**src/rtl/core/apq_pkg.sv**
```systemverilog
package apq_pkg;

    localparam int CAPACITY = 16;
    localparam int SLOT_W   = 4;
    localparam int COUNT_W  = 5;
    localparam int DATA_W   = 32;

    typedef enum logic [2:0] {
        REQ_ENQ     = 3'd0,
        REQ_DEQ_MAX = 3'd1,
        REQ_DEQ_IDX = 3'd2,
        REQ_UPDATE  = 3'd3,
        REQ_PEEK    = 3'd4
    } req_t;

    typedef enum logic [1:0] {
        ST_OK     = 2'd0,
        ST_FULL   = 2'd1,
        ST_EMPTY  = 2'd2,
        ST_BADIDX = 2'd3
    } status_t;

    typedef enum logic [1:0] {
        S_IDLE,
        S_EXEC,
        S_SCAN,
        S_RESP
    } state_t;

    // write and shift commands broadcast to every cell
    typedef struct packed {
        logic                     wr_en;
        logic [SLOT_W-1:0]        wr_slot;
        logic                     shift_en;
        logic [SLOT_W-1:0]        shift_pos;
        logic signed [DATA_W-1:0] wr_id;
        logic signed [DATA_W-1:0] wr_prio;
    } cell_ctrl_t;

    // running maximum handed from cell to cell
    typedef struct packed {
        logic                     go;
        logic                     has;
        logic [SLOT_W-1:0]        slot;
        logic signed [DATA_W-1:0] id;
        logic signed [DATA_W-1:0] prio;
    } scan_tok_t;

endpackage

```
**src/rtl/core/apq_if.sv**
```systemverilog
interface apq_req_if;
    logic                             valid;
    logic                             ready;
    logic [2:0]                       req_type;
    logic [apq_pkg::SLOT_W-1:0]       slot_index;
    logic signed [apq_pkg::DATA_W-1:0] item_id;
    logic signed [apq_pkg::DATA_W-1:0] item_priority;

    modport source (output valid, req_type, slot_index, item_id, item_priority,
                    input ready);
    modport sink (input valid, req_type, slot_index, item_id, item_priority,
                  output ready);
endinterface

interface apq_rsp_if;
    logic                              valid;
    logic                              ready;
    logic [1:0]                        status;
    logic signed [apq_pkg::DATA_W-1:0] out_id;
    logic signed [apq_pkg::DATA_W-1:0] out_priority;
    logic [apq_pkg::SLOT_W-1:0]        out_slot;
    logic [apq_pkg::COUNT_W-1:0]       entry_count;

    modport source (output valid, status, out_id, out_priority, out_slot, entry_count,
                    input ready);
    modport sink (input valid, status, out_id, out_priority, out_slot, entry_count,
                  output ready);
endinterface

```
**src/rtl/core/apq_cell.sv**
```systemverilog
module apq_cell (
    input  logic                              clk,
    input  logic                              rst_n,
    input  logic [apq_pkg::SLOT_W-1:0]        cell_idx,
    input  logic [apq_pkg::COUNT_W-1:0]       count,
    input  apq_pkg::cell_ctrl_t               ctrl,
    input  logic signed [apq_pkg::DATA_W-1:0] nbr_id,
    input  logic signed [apq_pkg::DATA_W-1:0] nbr_prio,
    input  apq_pkg::scan_tok_t                tok_in,
    output apq_pkg::scan_tok_t                tok_out,
    output logic signed [apq_pkg::DATA_W-1:0] id,
    output logic signed [apq_pkg::DATA_W-1:0] prio
);

    logic signed [apq_pkg::DATA_W-1:0] id_reg;
    logic signed [apq_pkg::DATA_W-1:0] prio_reg;
    apq_pkg::scan_tok_t                tok_reg;
    apq_pkg::scan_tok_t                tok_next;
    logic                              active;
    logic                              better;

    // entry storage: direct write or shift down from the next cell
    always_ff @(posedge clk)
    begin
        if (ctrl.wr_en && ctrl.wr_slot == cell_idx)
        begin
            id_reg   <= ctrl.wr_id;
            prio_reg <= ctrl.wr_prio;
        end
        else if (ctrl.shift_en && cell_idx >= ctrl.shift_pos)
        begin
            id_reg   <= nbr_id;
            prio_reg <= nbr_prio;
        end
    end

    // compare own entry with the running maximum
    assign active = {1'b0, cell_idx} < count;
    assign better = !tok_in.has
                    || $signed(prio_reg) > $signed(tok_in.prio)
                    || ($signed(prio_reg) == $signed(tok_in.prio)
                        && $signed(id_reg) > $signed(tok_in.id));

    always_comb
    begin
        tok_next = tok_in;
        if (active && better)
        begin
            tok_next.has  = 1'b1;
            tok_next.slot = cell_idx;
            tok_next.id   = id_reg;
            tok_next.prio = prio_reg;
        end
    end

    always_ff @(posedge clk or negedge rst_n)
    begin
        if (!rst_n)
        begin
            tok_reg <= '0;
        end
        else
        begin
            tok_reg <= tok_next;
        end
    end

    assign tok_out = tok_reg;
    assign id      = id_reg;
    assign prio    = prio_reg;

endmodule

```
**src/rtl/core/array_priority_queue.sv**
```systemverilog
// Flow: enqueue, update, dequeue at index and rejected requests go from the request beat
// through EXEC and RESP to the registered result beat; peek and dequeue max also pass
// through SCAN, with the running maximum rippling through one cell per cycle.
// Throughput: one request at a time; a new request is taken while the previous result
// beat still waits.
// Reset: asynchronous, clears the entry count and control; entry contents are undefined.
module array_priority_queue (
    input  logic clk,
    input  logic rst_n,
    apq_req_if.sink   req,
    apq_rsp_if.source rsp
);

    localparam int CAP = apq_pkg::CAPACITY;

    apq_pkg::state_t                   state_reg;
    apq_pkg::state_t                   state_next;
    logic [2:0]                        req_reg;
    logic [apq_pkg::SLOT_W-1:0]        idx_reg;
    logic signed [apq_pkg::DATA_W-1:0] id_reg;
    logic signed [apq_pkg::DATA_W-1:0] prio_reg;
    logic [apq_pkg::COUNT_W-1:0]       count_reg;
    logic [apq_pkg::COUNT_W-1:0]       count_next;

    logic [1:0]                        res_status_reg;
    logic [1:0]                        res_status_next;
    logic signed [apq_pkg::DATA_W-1:0] res_id_reg;
    logic signed [apq_pkg::DATA_W-1:0] res_id_next;
    logic signed [apq_pkg::DATA_W-1:0] res_prio_reg;
    logic signed [apq_pkg::DATA_W-1:0] res_prio_next;
    logic [apq_pkg::SLOT_W-1:0]        res_slot_reg;
    logic [apq_pkg::SLOT_W-1:0]        res_slot_next;

    logic                              out_valid_reg;
    logic [1:0]                        out_status_reg;
    logic signed [apq_pkg::DATA_W-1:0] out_id_reg;
    logic signed [apq_pkg::DATA_W-1:0] out_prio_reg;
    logic [apq_pkg::SLOT_W-1:0]        out_slot_reg;
    logic [apq_pkg::COUNT_W-1:0]       out_count_reg;

    apq_pkg::cell_ctrl_t               ctrl;
    logic                              scan_start;
    logic                              out_load;
    logic                              req_beat;
    logic                              scan_req;
    apq_pkg::scan_tok_t                tok [0:CAP];
    logic signed [apq_pkg::DATA_W-1:0] cell_id   [0:CAP-1];
    logic signed [apq_pkg::DATA_W-1:0] cell_prio [0:CAP-1];

    assign req_beat = req.valid && req.ready;
    assign req.ready = (state_reg == apq_pkg::S_IDLE);
    assign out_load = (state_reg == apq_pkg::S_RESP) && (!out_valid_reg || rsp.ready);
    assign scan_req = (req_reg == apq_pkg::REQ_DEQ_MAX || req_reg == apq_pkg::REQ_PEEK)
                      && count_reg != '0;

    // head of the scan chain
    always_comb
    begin
        tok[0]      = '0;
        tok[0].go   = scan_start;
        tok[0].has  = 1'b0;
    end

    // row of cells
    for (genvar i = 0; i < CAP; i++)
    begin : g_cell
        if (i == CAP - 1)
        begin : g_tail
            apq_cell u_cell (
                .clk      (clk),
                .rst_n    (rst_n),
                .cell_idx (apq_pkg::SLOT_W'(i)),
                .count    (count_reg),
                .ctrl     (ctrl),
                .nbr_id   (cell_id[i]),
                .nbr_prio (cell_prio[i]),
                .tok_in   (tok[i]),
                .tok_out  (tok[i+1]),
                .id       (cell_id[i]),
                .prio     (cell_prio[i])
            );
        end
        else
        begin : g_body
            apq_cell u_cell (
                .clk      (clk),
                .rst_n    (rst_n),
                .cell_idx (apq_pkg::SLOT_W'(i)),
                .count    (count_reg),
                .ctrl     (ctrl),
                .nbr_id   (cell_id[i+1]),
                .nbr_prio (cell_prio[i+1]),
                .tok_in   (tok[i]),
                .tok_out  (tok[i+1]),
                .id       (cell_id[i]),
                .prio     (cell_prio[i])
            );
        end
    end

    // next state
    always_comb
    begin
        state_next = state_reg;
        case (state_reg)
            apq_pkg::S_IDLE:
            begin
                if (req_beat)
                begin
                    state_next = apq_pkg::S_EXEC;
                end
            end
            apq_pkg::S_EXEC:
            begin
                state_next = scan_req ? apq_pkg::S_SCAN : apq_pkg::S_RESP;
            end
            apq_pkg::S_SCAN:
            begin
                if (tok[CAP].go)
                begin
                    state_next = apq_pkg::S_RESP;
                end
            end
            apq_pkg::S_RESP:
            begin
                if (out_load)
                begin
                    state_next = apq_pkg::S_IDLE;
                end
            end
            default:
            begin
                state_next = apq_pkg::S_IDLE;
            end
        endcase
    end

    // request execution and cell commands
    always_comb
    begin
        ctrl            = '0;
        ctrl.wr_id      = id_reg;
        ctrl.wr_prio    = prio_reg;
        scan_start      = 1'b0;
        count_next      = count_reg;
        res_status_next = res_status_reg;
        res_id_next     = res_id_reg;
        res_prio_next   = res_prio_reg;
        res_slot_next   = res_slot_reg;
        case (state_reg)
            apq_pkg::S_EXEC:
            begin
                res_status_next = apq_pkg::ST_OK;
                res_id_next     = '0;
                res_prio_next   = '0;
                res_slot_next   = '0;
                case (req_reg)
                    apq_pkg::REQ_ENQ:
                    begin
                        if (count_reg == apq_pkg::COUNT_W'(CAP))
                        begin
                            res_status_next = apq_pkg::ST_FULL;
                        end
                        else
                        begin
                            ctrl.wr_en   = 1'b1;
                            ctrl.wr_slot = count_reg[apq_pkg::SLOT_W-1:0];
                            count_next   = count_reg + 1'b1;
                        end
                    end
                    apq_pkg::REQ_DEQ_MAX, apq_pkg::REQ_PEEK:
                    begin
                        if (count_reg == '0)
                        begin
                            res_status_next = apq_pkg::ST_EMPTY;
                        end
                        else
                        begin
                            scan_start = 1'b1;
                        end
                    end
                    apq_pkg::REQ_DEQ_IDX:
                    begin
                        if (count_reg == '0)
                        begin
                            res_status_next = apq_pkg::ST_EMPTY;
                        end
                        else if (apq_pkg::COUNT_W'(idx_reg) >= count_reg)
                        begin
                            res_status_next = apq_pkg::ST_BADIDX;
                        end
                        else
                        begin
                            res_id_next    = cell_id[idx_reg];
                            res_prio_next  = cell_prio[idx_reg];
                            res_slot_next  = idx_reg;
                            ctrl.shift_en  = 1'b1;
                            ctrl.shift_pos = idx_reg;
                            count_next     = count_reg - 1'b1;
                        end
                    end
                    apq_pkg::REQ_UPDATE:
                    begin
                        if (count_reg == '0)
                        begin
                            res_status_next = apq_pkg::ST_EMPTY;
                        end
                        else if (apq_pkg::COUNT_W'(idx_reg) >= count_reg)
                        begin
                            res_status_next = apq_pkg::ST_BADIDX;
                        end
                        else
                        begin
                            ctrl.wr_en   = 1'b1;
                            ctrl.wr_slot = idx_reg;
                        end
                    end
                    default:
                    begin
                        res_status_next = apq_pkg::ST_OK;
                    end
                endcase
            end
            apq_pkg::S_SCAN:
            begin
                if (tok[CAP].go)
                begin
                    res_id_next   = tok[CAP].id;
                    res_prio_next = tok[CAP].prio;
                    res_slot_next = tok[CAP].slot;
                    if (req_reg == apq_pkg::REQ_DEQ_MAX)
                    begin
                        ctrl.shift_en  = 1'b1;
                        ctrl.shift_pos = tok[CAP].slot;
                        count_next     = count_reg - 1'b1;
                    end
                end
            end
            default:
            begin
                scan_start = 1'b0;
            end
        endcase
    end

    // control registers
    always_ff @(posedge clk or negedge rst_n)
    begin
        if (!rst_n)
        begin
            state_reg     <= apq_pkg::S_IDLE;
            count_reg     <= '0;
            out_valid_reg <= 1'b0;
        end
        else
        begin
            state_reg <= state_next;
            count_reg <= count_next;
            if (out_load)
            begin
                out_valid_reg <= 1'b1;
            end
            else if (rsp.ready)
            begin
                out_valid_reg <= 1'b0;
            end
        end
    end

    // request capture, result staging and output beat
    always_ff @(posedge clk)
    begin
        if (req_beat)
        begin
            req_reg  <= req.req_type;
            idx_reg  <= req.slot_index;
            id_reg   <= req.item_id;
            prio_reg <= req.item_priority;
        end
        res_status_reg <= res_status_next;
        res_id_reg     <= res_id_next;
        res_prio_reg   <= res_prio_next;
        res_slot_reg   <= res_slot_next;
        if (out_load)
        begin
            out_status_reg <= res_status_reg;
            out_id_reg     <= res_id_reg;
            out_prio_reg   <= res_prio_reg;
            out_slot_reg   <= res_slot_reg;
            out_count_reg  <= count_reg;
        end
    end

    assign rsp.valid        = out_valid_reg;
    assign rsp.status       = out_status_reg;
    assign rsp.out_id       = out_id_reg;
    assign rsp.out_priority = out_prio_reg;
    assign rsp.out_slot     = out_slot_reg;
    assign rsp.entry_count  = out_count_reg;

    // checks
    a_count_bound: assert property (@(posedge clk) disable iff (!rst_n)
        count_reg <= apq_pkg::COUNT_W'(CAP))
        else $error("entry count beyond capacity");

    a_scan_only_in_scan: assert property (@(posedge clk) disable iff (!rst_n)
        tok[CAP].go |-> state_reg == apq_pkg::S_SCAN)
        else $error("scan result outside scan state");

    a_scan_found: assert property (@(posedge clk) disable iff (!rst_n)
        tok[CAP].go |-> tok[CAP].has)
        else $error("scan finished without a candidate");

    a_req_to_exec: assert property (@(posedge clk) disable iff (!rst_n)
        req_beat |=> state_reg == apq_pkg::S_EXEC)
        else $error("request beat not executed");

    a_count_steady: assert property (@(posedge clk) disable iff (!rst_n)
        (state_reg == apq_pkg::S_IDLE || state_reg == apq_pkg::S_RESP) |=> $stable(count_reg))
        else $error("entry count changed outside execution");

endmodule
```
**src/flat_wrapper.sv**
```systemverilog
// flat-port wrapper written by rule: the top's interface ports become plain ports
module array_priority_queue_flat 
  (clk, rst_n, req_valid, req_req_type, req_slot_index, req_item_id, req_item_priority, req_ready, rsp_valid, rsp_status, rsp_out_id, rsp_out_priority, rsp_out_slot, rsp_entry_count, rsp_ready);
  apq_req_if req_i ();
  apq_rsp_if rsp_i ();
  input  logic clk;
  input  logic rst_n;
  input wire logic [$bits(req_i.valid)-1:0] req_valid;
  input wire logic [$bits(req_i.req_type)-1:0] req_req_type;
  input wire logic [$bits(req_i.slot_index)-1:0] req_slot_index;
  input wire logic [$bits(req_i.item_id)-1:0] req_item_id;
  input wire logic [$bits(req_i.item_priority)-1:0] req_item_priority;
  output wire logic [$bits(req_i.ready)-1:0] req_ready;
  output wire logic [$bits(rsp_i.valid)-1:0] rsp_valid;
  output wire logic [$bits(rsp_i.status)-1:0] rsp_status;
  output wire logic [$bits(rsp_i.out_id)-1:0] rsp_out_id;
  output wire logic [$bits(rsp_i.out_priority)-1:0] rsp_out_priority;
  output wire logic [$bits(rsp_i.out_slot)-1:0] rsp_out_slot;
  output wire logic [$bits(rsp_i.entry_count)-1:0] rsp_entry_count;
  input wire logic [$bits(rsp_i.ready)-1:0] rsp_ready;
  assign req_i.valid = req_valid;
  assign req_i.req_type = req_req_type;
  assign req_i.slot_index = req_slot_index;
  assign req_i.item_id = req_item_id;
  assign req_i.item_priority = req_item_priority;
  assign req_ready = req_i.ready;
  assign rsp_valid = rsp_i.valid;
  assign rsp_status = rsp_i.status;
  assign rsp_out_id = rsp_i.out_id;
  assign rsp_out_priority = rsp_i.out_priority;
  assign rsp_out_slot = rsp_i.out_slot;
  assign rsp_entry_count = rsp_i.entry_count;
  assign rsp_i.ready = rsp_ready;
  array_priority_queue u_core (.clk(clk), .rst_n(rst_n), .req(req_i), .rsp(rsp_i));
endmodule
```
**config.mk**
```make
export PLATFORM = sky130hd
export DESIGN_NAME = array_priority_queue_flat
export DESIGN_NICKNAME = d
export VERILOG_FILES = /design/src/rtl/core/apq_pkg.sv /design/src/rtl/core/apq_if.sv /design/src/rtl/core/apq_cell.sv /design/src/rtl/core/array_priority_queue.sv /design/src/flat_wrapper.sv
export SDC_FILE = /design/constraint.sdc
export NUM_CORES = 2
export LEC_CHECK = 0
export BUFFER_PORTS_ARGS = -buffer_cell sky130_fd_sc_hd__buf_2
export CAP_MARGIN = 20
export CELL_PAD_IN_SITES_DETAIL_PLACEMENT = 0
export CELL_PAD_IN_SITES_GLOBAL_PLACEMENT = 1
export CORE_UTILIZATION = 54
export CTS_CLUSTER_DIAMETER = 80
export DETAILED_ROUTE_END_ITERATION = 10
export PLACE_DENSITY_LB_ADDON = 0.1
export REMOVE_ABC_BUFFERS = 1
export SLEW_MARGIN = 20
export SYNTH_ARGS = -nofsm -noshare
export SYNTH_HDL_FRONTEND = slang
export SYNTH_SLANG_ARGS = --single-unit
export TNS_END_PERCENT = 1
```
**constraint.sdc**
```tcl
create_clock -name clk -period 12.27 [get_ports clk]
set_input_delay 0.6135 -clock clk [delete_from_list [all_inputs] [get_ports clk]]
set_output_delay 0.6135 -clock clk [all_outputs]
set_load 0.05 [all_outputs]
```
Yosys cells after proc, flatten, opt, wreduce, memory -nomap -nowiden

Index checks and enable logic that the tools add are counted.

Equal/unequal tests: 46
Add/subtract/negate cells: 2
Bitwise gates (word level): 1
Multiplexer cells: 128
Order comparisons: 63
Reduce and logical (&&, ||, !) cells: 139

Operators by type and width:

| cell                                                       | count |
|---|---|
| two-way mux 32 bit                                         | 72 |
| two-way mux 69 bit                                         | 15 |
| > comparator 32 bit                                        | 30 |
| equality test 32 bit                                       | 15 |
| binary-select mux 32 bit (select 4 bit)                    | 2 |
| one-hot mux 32 bit (2 select lines)                        | 2 |
| two-way mux 68 bit                                         | 1 |
| logical AND 1 bit                                          | 64 |
| two-way mux 5 bit                                          | 12 |
| less-than comparator 4 x 5 -> 1 bit (first input constant) | 8 |
| one-hot mux 5 bit (2 select lines)                         | 4 |
| nonzero test 2 bit                                         | 17 |
| equality test 4 bit (second input constant)                | 8 |
| logical OR 1 bit                                           | 32 |
| >= comparator 4 bit (first input constant)                 | 7 |
| less-than comparator 3 x 5 -> 1 bit (first input constant) | 4 |
| equality test 4 x 3 -> 1 bit (second input constant)       | 4 |
| >= comparator 3 x 4 -> 1 bit (first input constant)        | 4 |
| logical NOT 1 bit                                          | 16 |
| two-way mux 4 bit                                          | 4 |
| two-way mux 2 bit                                          | 6 |
| != test 3 bit (second input constant)                      | 4 |
| less-than comparator 1 x 5 -> 1 bit (first input constant) | 2 |
| less-than comparator 2 x 5 -> 1 bit (first input constant) | 2 |
| other kinds (30)                                           | 44 |

Bits in registers: 2367
Bits of input ports: 75
Word-level logic and storage cells: 506
Output and inout port bits: 77

Logic depth before layout (Yosys ltp)

Depth after elaboration: 9
Gate-level depth with buffers: 17

By module

From an unflattened synthesis, not the netlist that was laid out.

Cell total of the unflattened synthesis: 11313
Area, all modules: 136339.5 um^2

By module, submodules not included:

| module               | times used | seq. area each (um^2) | area each (um^2) | cells an instance |
|---|---|---|---|---|
| apq_cell             | 16         | 3673.5                | 7524.7           | 647 |
| array_priority_queue | 1          | 6686.4                | 15944.0          | 961 |

Worst setup path after synthesis

No wires, ideal clock.

Kind: flip-flop to flip-flop
Start: register u_core.idx_reg[0] in the netlist's numbering
End: register u_core.g_cell[7].g_body.u_cell.id_reg (netlist bit u_core.g_cell[7].g_body.u_cell.id[0]), enable pin
Setup time: 0.575 ns
Cell stages (with the launch flop): 15
Arrival: 7.948 ns
Required time: 11.695 ns
Path slack: 3.747 ns
Buffers on the path: 5
Period minus slack after synthesis: 8.523 ns
Cell sequence: edfxtp_1 -> clkbuf_1 -> buf_2 -> clkbuf_1 -> clkbuf_1 -> inv_1 -> ha_1 -> nand2b_1 -> a21o_1 -> a21o_1 -> a221oi_4 -> a32oi_1 -> or3_1 -> buf_2 -> o21ai_0

Word-level cells in the longest chain between the ends: 8

RTL lines:

| what                                                                                | line                                                     | RTL |
|---|---|---|
| from (decl)                                                                         | array_priority_queue.sv:19                               | `logic [apq_pkg::SLOT_W-1:0] idx_reg;` |
| from (signal assigned)                                                              | array_priority_queue.sv:276                              | `idx_reg <= req.slot_index;` |
| >= comparator 4 x 5 -> 1 bit                                                        | array_priority_queue.sv:188, array_priority_queue.sv:208 |  |
| two-way mux 5 bit (*)                                                               | array_priority_queue.sv:188, array_priority_queue.sv:208 |  |
| two-way mux 5 bit (*)                                                               | array_priority_queue.sv:184                              | `if (count_reg == '0)` |
| two-way mux 5 bit / one-hot mux 5 bit (2 select lines) (equally long branches)      | array_priority_queue.sv:157                              | `case (req_reg)` |
| one-hot mux 5 bit (2 select lines) / two-way mux 5 bit (equally long branches)      | array_priority_queue.sv:150                              | `case (state_reg)` |
| >= comparator 3 x 4 -> 1 bit / equality test 4 x 3 -> 1 bit (equally long branches) | apq_cell.sv:30, apq_cell.sv:25                           |  |
| logical AND 1 bit (on tied branches)                                                | apq_cell.sv:30, apq_cell.sv:25                           |  |
| nonzero test 2 bit (no source line) (*)                                             | --                                                       |  |
| to (signal assigned)                                                                | apq_cell.sv:27                                           | `id_reg <= ctrl.wr_id;` |
| to (signal assigned)                                                                | apq_cell.sv:32                                           | `id_reg <= nbr_id;` |
| to (decl)                                                                           | apq_cell.sv:15                                           | `logic signed [apq_pkg::DATA_W-1:0] id_reg;` |

Mark *: on every way between the ends. The rest lies on a longest branch, timed or not.
A chain may end at the register's enable or synchronous reset.

Worst setup path after layout

Start: register u_core.idx_reg[0] in the netlist's numbering
End: register u_core.g_cell[10].g_body.u_cell.id_reg (netlist bit u_core.g_cell[10].g_body.u_cell.id[7]), enable pin

Word-level cells in the longest chain between the ends: 8

RTL lines:

| what                                                                           | line |
|---|---|
| >= comparator 4 x 5 -> 1 bit                                                   | array_priority_queue.sv:188, array_priority_queue.sv:208 |
| two-way mux 5 bit (*)                                                          | array_priority_queue.sv:188, array_priority_queue.sv:208 |
| two-way mux 5 bit (*)                                                          | array_priority_queue.sv:184 |
| two-way mux 5 bit / one-hot mux 5 bit (2 select lines) (equally long branches) | array_priority_queue.sv:157 |
| one-hot mux 5 bit (2 select lines) / two-way mux 5 bit (equally long branches) | array_priority_queue.sv:150 |
| >= comparator 4 bit / equality test 4 bit (equally long branches)              | apq_cell.sv:30, apq_cell.sv:25 |
| logical AND 1 bit (on tied branches)                                           | apq_cell.sv:30, apq_cell.sv:25 |
| nonzero test 2 bit (no source line) (*)                                        | -- |
| to (signal assigned)                                                           | apq_cell.sv:27 |
| to (signal assigned)                                                           | apq_cell.sv:32 |
| to (decl)                                                                      | apq_cell.sv:15 |

Marked as above.

==> metrics.md <==
| Metric | Value |
|---|---|
| Yosys warnings | 0 |
| Full die area | 231000 sq um |
| Pre-CTS setup slack | 6.14 ns |
| Clk Latency, worst-skew pair | 0.94 ns |
| Data arrival time of the worst path | 6.69 ns |
| Synth Instances | 8971 |
| Crit path time final | 6.15 ns |
| Pwr/cell area | 244 nW/um^2 |
| Max clock buf depth | 4 |
| Worst IR Drop VDD | 259 uV |
| Largest net degree at the start of global routing | 153 |
| Post-layout total power | 0.0336 W |
| Final std cells w/o fill | 12474 |
| GRT Residual Overflow | 0 |
| Largest family of logic cells by synthesized area | multiplexers |
| Core Util, Final | 0.606 |
| Clock sinks | 2352 |
| Post-synth ARST share | 0.473 |
| RSZ-0062 raised after global routing | false |
| FP Rows | 175 |
| Drt drc | 0 |
| Cts repair resizes | 0 |
| First-pass GRT wire length | 587000 um |
| Clock network power share | 0.246 |
| Die H | 480 um |
| Seq cells post-synth | 2352 |
| Slew @ Worst Pin | 1.26 ns |
| Total count of hold-check failures in the final report | 0 |
| Post-synth top area cell | edfxtp_1 |
| XOR/XNOR Fraction of Synth Area | 0.000496 |
| Hold_buf cts | 69 |
| DR iter-0 viols | 8799 |
| Crit path launch type | flop |
| Mean Syn Cell Area | 13.8 sq um |
| Clk pin slew, worst setup/hold paths | 0.06 ns |
| Max cap viols | 0 |
| CP startpoint | u_core.idx_reg[0] |
| Multiplexer area fraction after synthesis | 0.235 |
| Hpwl dp | 286000 um |
| Post-Synth Adder-Cell Area | 0.0983 |
| Ranking of synthesized cells by area | edfxtp_1 30%, dfrtp_1 23%, mux2_2 16%, ha_1 9.8%, mux4_2 5.8% |
| First drt pass iteration count | 5 |
| Worst r2r src | u_core.idx_reg[0] |
| Max reg flops | 1035 |
| Synth Area in Compound Gates | 0.0490 |
| # IOs | 152 |
| Final setup viols | 0 |
| Worst-path fanout max | 34 |
| Final Wtd Congestion | 0.976 |
| CP required | 12.81 ns |
| Vias/cell | 6.36 |
| Mapped cell area | 124000 sq um |
| Seq/Total Area, Yosys | 0.526 |
| Switch share | 0.372 |
| Vias in the first global route | 79356 |
| Crit Path Class | reg -> reg |
| TritonCTS Buffers | 284 |
| Initial antenna violation count | 21 |
| Critical Path Sink Type | flop |
| Max frequency | 163 MHz |
| Power Internal | 0.0211 W |
| Clk root buf | clkbuf_16 |
| Sequential share of power | 0.369 |
| Port Buf Inserts | 151 |
| CTS tree | yes |
| DR WL/cell | 33.0 um |
| Setup ws final | 6.12 ns |
| Setup Fix Bufs, Post-CTS | 0 |
| Max H-tree Level | 5 |
| Synth Area in Simple Gates | 0.0456 |
| Die width | 480 um |
| Slew margin rel. | 0.150 |
| Status | finished clean |
| Switch Pwr | 0.0125 W |
| Gr usage total | 0.357 |
| Synth top cells by count | 1805 x mux2_2, 1240 x edfxtp_1, 1112 x dfrtp_1, 1007 x inv_1, 971 x ha_1 |
| Post-synth EDFFs | 1240 |
| FILL cells | 17782 |
| Hold Crit Class | in -> reg |
| Layout net count | 10292 |
| Final hold slack | 0.0624 ns |
| Share of layout cells above drive strength 1 | 0.318 |
| Detailed-route wire length | 412000 um |
| Lkg Pwr | 57.2 nW |
| Synth-to-layout area growth | 11.6% |
| Hold path start | req_req_type[0] |
| Placed instance count | 11897 |
| Top_reg_cell synth | edfxtp_1 |
| Most common cell in the synthesized netlist | mux2_2 |
| Setup Skew | 0.0477 ns |
| Core ar. | 227000 sq um |
| Yosys top cell area share | 0.301 |
| Max-slew violation total from the final report | 0 |
| Yosys cell types | 97 |
| Antenna-violating nets left | 0 |
| Vias | 79280 |
| Logic pwr share | 0.385 |
| Starting Density | 0.543 |
| Tcrit/Tclk final | 0.501 |
[cells by family (layout without fill, tap and decap cells)]
kind of cell / count (synthesis) / count (layout)
fa+ha+maj: 971 / 971
simple gates: 1058 / 1058
xor+xnor: 7 / 7
compound gates: 946 / 946
flops: 2352 / 2352
mux: 2245 / 2245
buf+inv: 1392 / 1876
other cells: 0 / 10
[stage by stage]
stage | cell area, sq um | TNS (ns)
final | 138000 | 0
after global routing | 138000 | 0
after CTS | 138000 | 0
after detailed placement | 128000 | 0
after global placement | 128000 | 0
after floorplan | 122000 | -2557.55
[cell usage in the layout (no fill, tap or decap), types with 49 or more instances in the layout]
cell type         n
mux2_2         1805
edfxtp_1       1240
dfrtp_1        1112
inv_1          1007
ha_1            970
a21oi_1         328
mux4_2          320
clkbuf_16       291
nand2_1         284
nand4_1         198
a21o_1          172
o21ai_0         172
buf_2           150
buf_4           139
nor2_1          107
nand3_1          93
and2_1           80
dlygate4sd3_1    70
mux2_1           68
clkbuf_1         61
nor2b_1          57
mux2_4           49
[power by group through the flow]
stage	sequential, W	combinational (W)	clock, W
after global routing	0.0126	0.0138	0.00864
after floorplan	0.0122	0.00860	0
after detailed placement	0.0124	0.0127	0
after CTS	0.0124	0.0128	0.00836
after global placement	0.0124	0.0125	0
final	0.0124	0.0130	0.00827
[layer usage]
metal / GRT usage / share of wire / vias up
met5: 0 / 0.00010 / -
met4: 0.122 / 0.036 / 6
met3: 0.0764 / 0.087 / 612
met2: 0.537 / 0.44 / 3277
met1: 0.514 / 0.43 / 41622
li1: - / - / 33763
[final cells by class]
class                           instances  area [sq um]  share of cell area
Clock inverter                         97           815             0.00591
Inverter                             1009          3790              0.0275
Antenna cell                           10          25.0            0.000181
Multi-Input combinational cell       5227         53500               0.388
Sequential cell                      2352         65100               0.472
Tap cell                             3009          3760              0.0273
Timing Repair Buffer                  372          2770              0.0201
Clock buffer                          398          8140              0.0591
[worst paths after layout]
path                                                                    end  slack (ns)  cells after the start
worst max-delay path                  u_core.g_cell[10].g_body.u_cell.id[7]        6.12                     13
worst min-delay path                                      u_core.req_reg[0]        0.06                      1
worst max register to register        u_core.g_cell[10].g_body.u_cell.id[7]        6.12                     13
worst min register to register  u_core.g_cell[13].g_body.u_cell.tok_out[69]        0.35                      0
max in group asynchronous         u_core.g_cell[2].g_body.u_cell.tok_out[5]        8.92                      5
min in group asynchronous       u_core.g_cell[15].g_tail.u_cell.tok_out[38]        0.32                      2
[worst max-delay path, cell delays in order, from the launching register on]
cell and delay [ns]:
edfxtp_1 0.32, buf_4 0.53, inv_1 0.11, ha_1 0.29, nand2b_1 0.15, a21o_1 0.18
a21o_1 0.22, a221oi_4 0.47, a32oi_2 0.29, or3_1 0.64, nand2b_4 0.67, o211ai_1 0.53
buf_4 0.62, buf_4 0.69
Note: power is estimated with default switching activity, not from simulation.
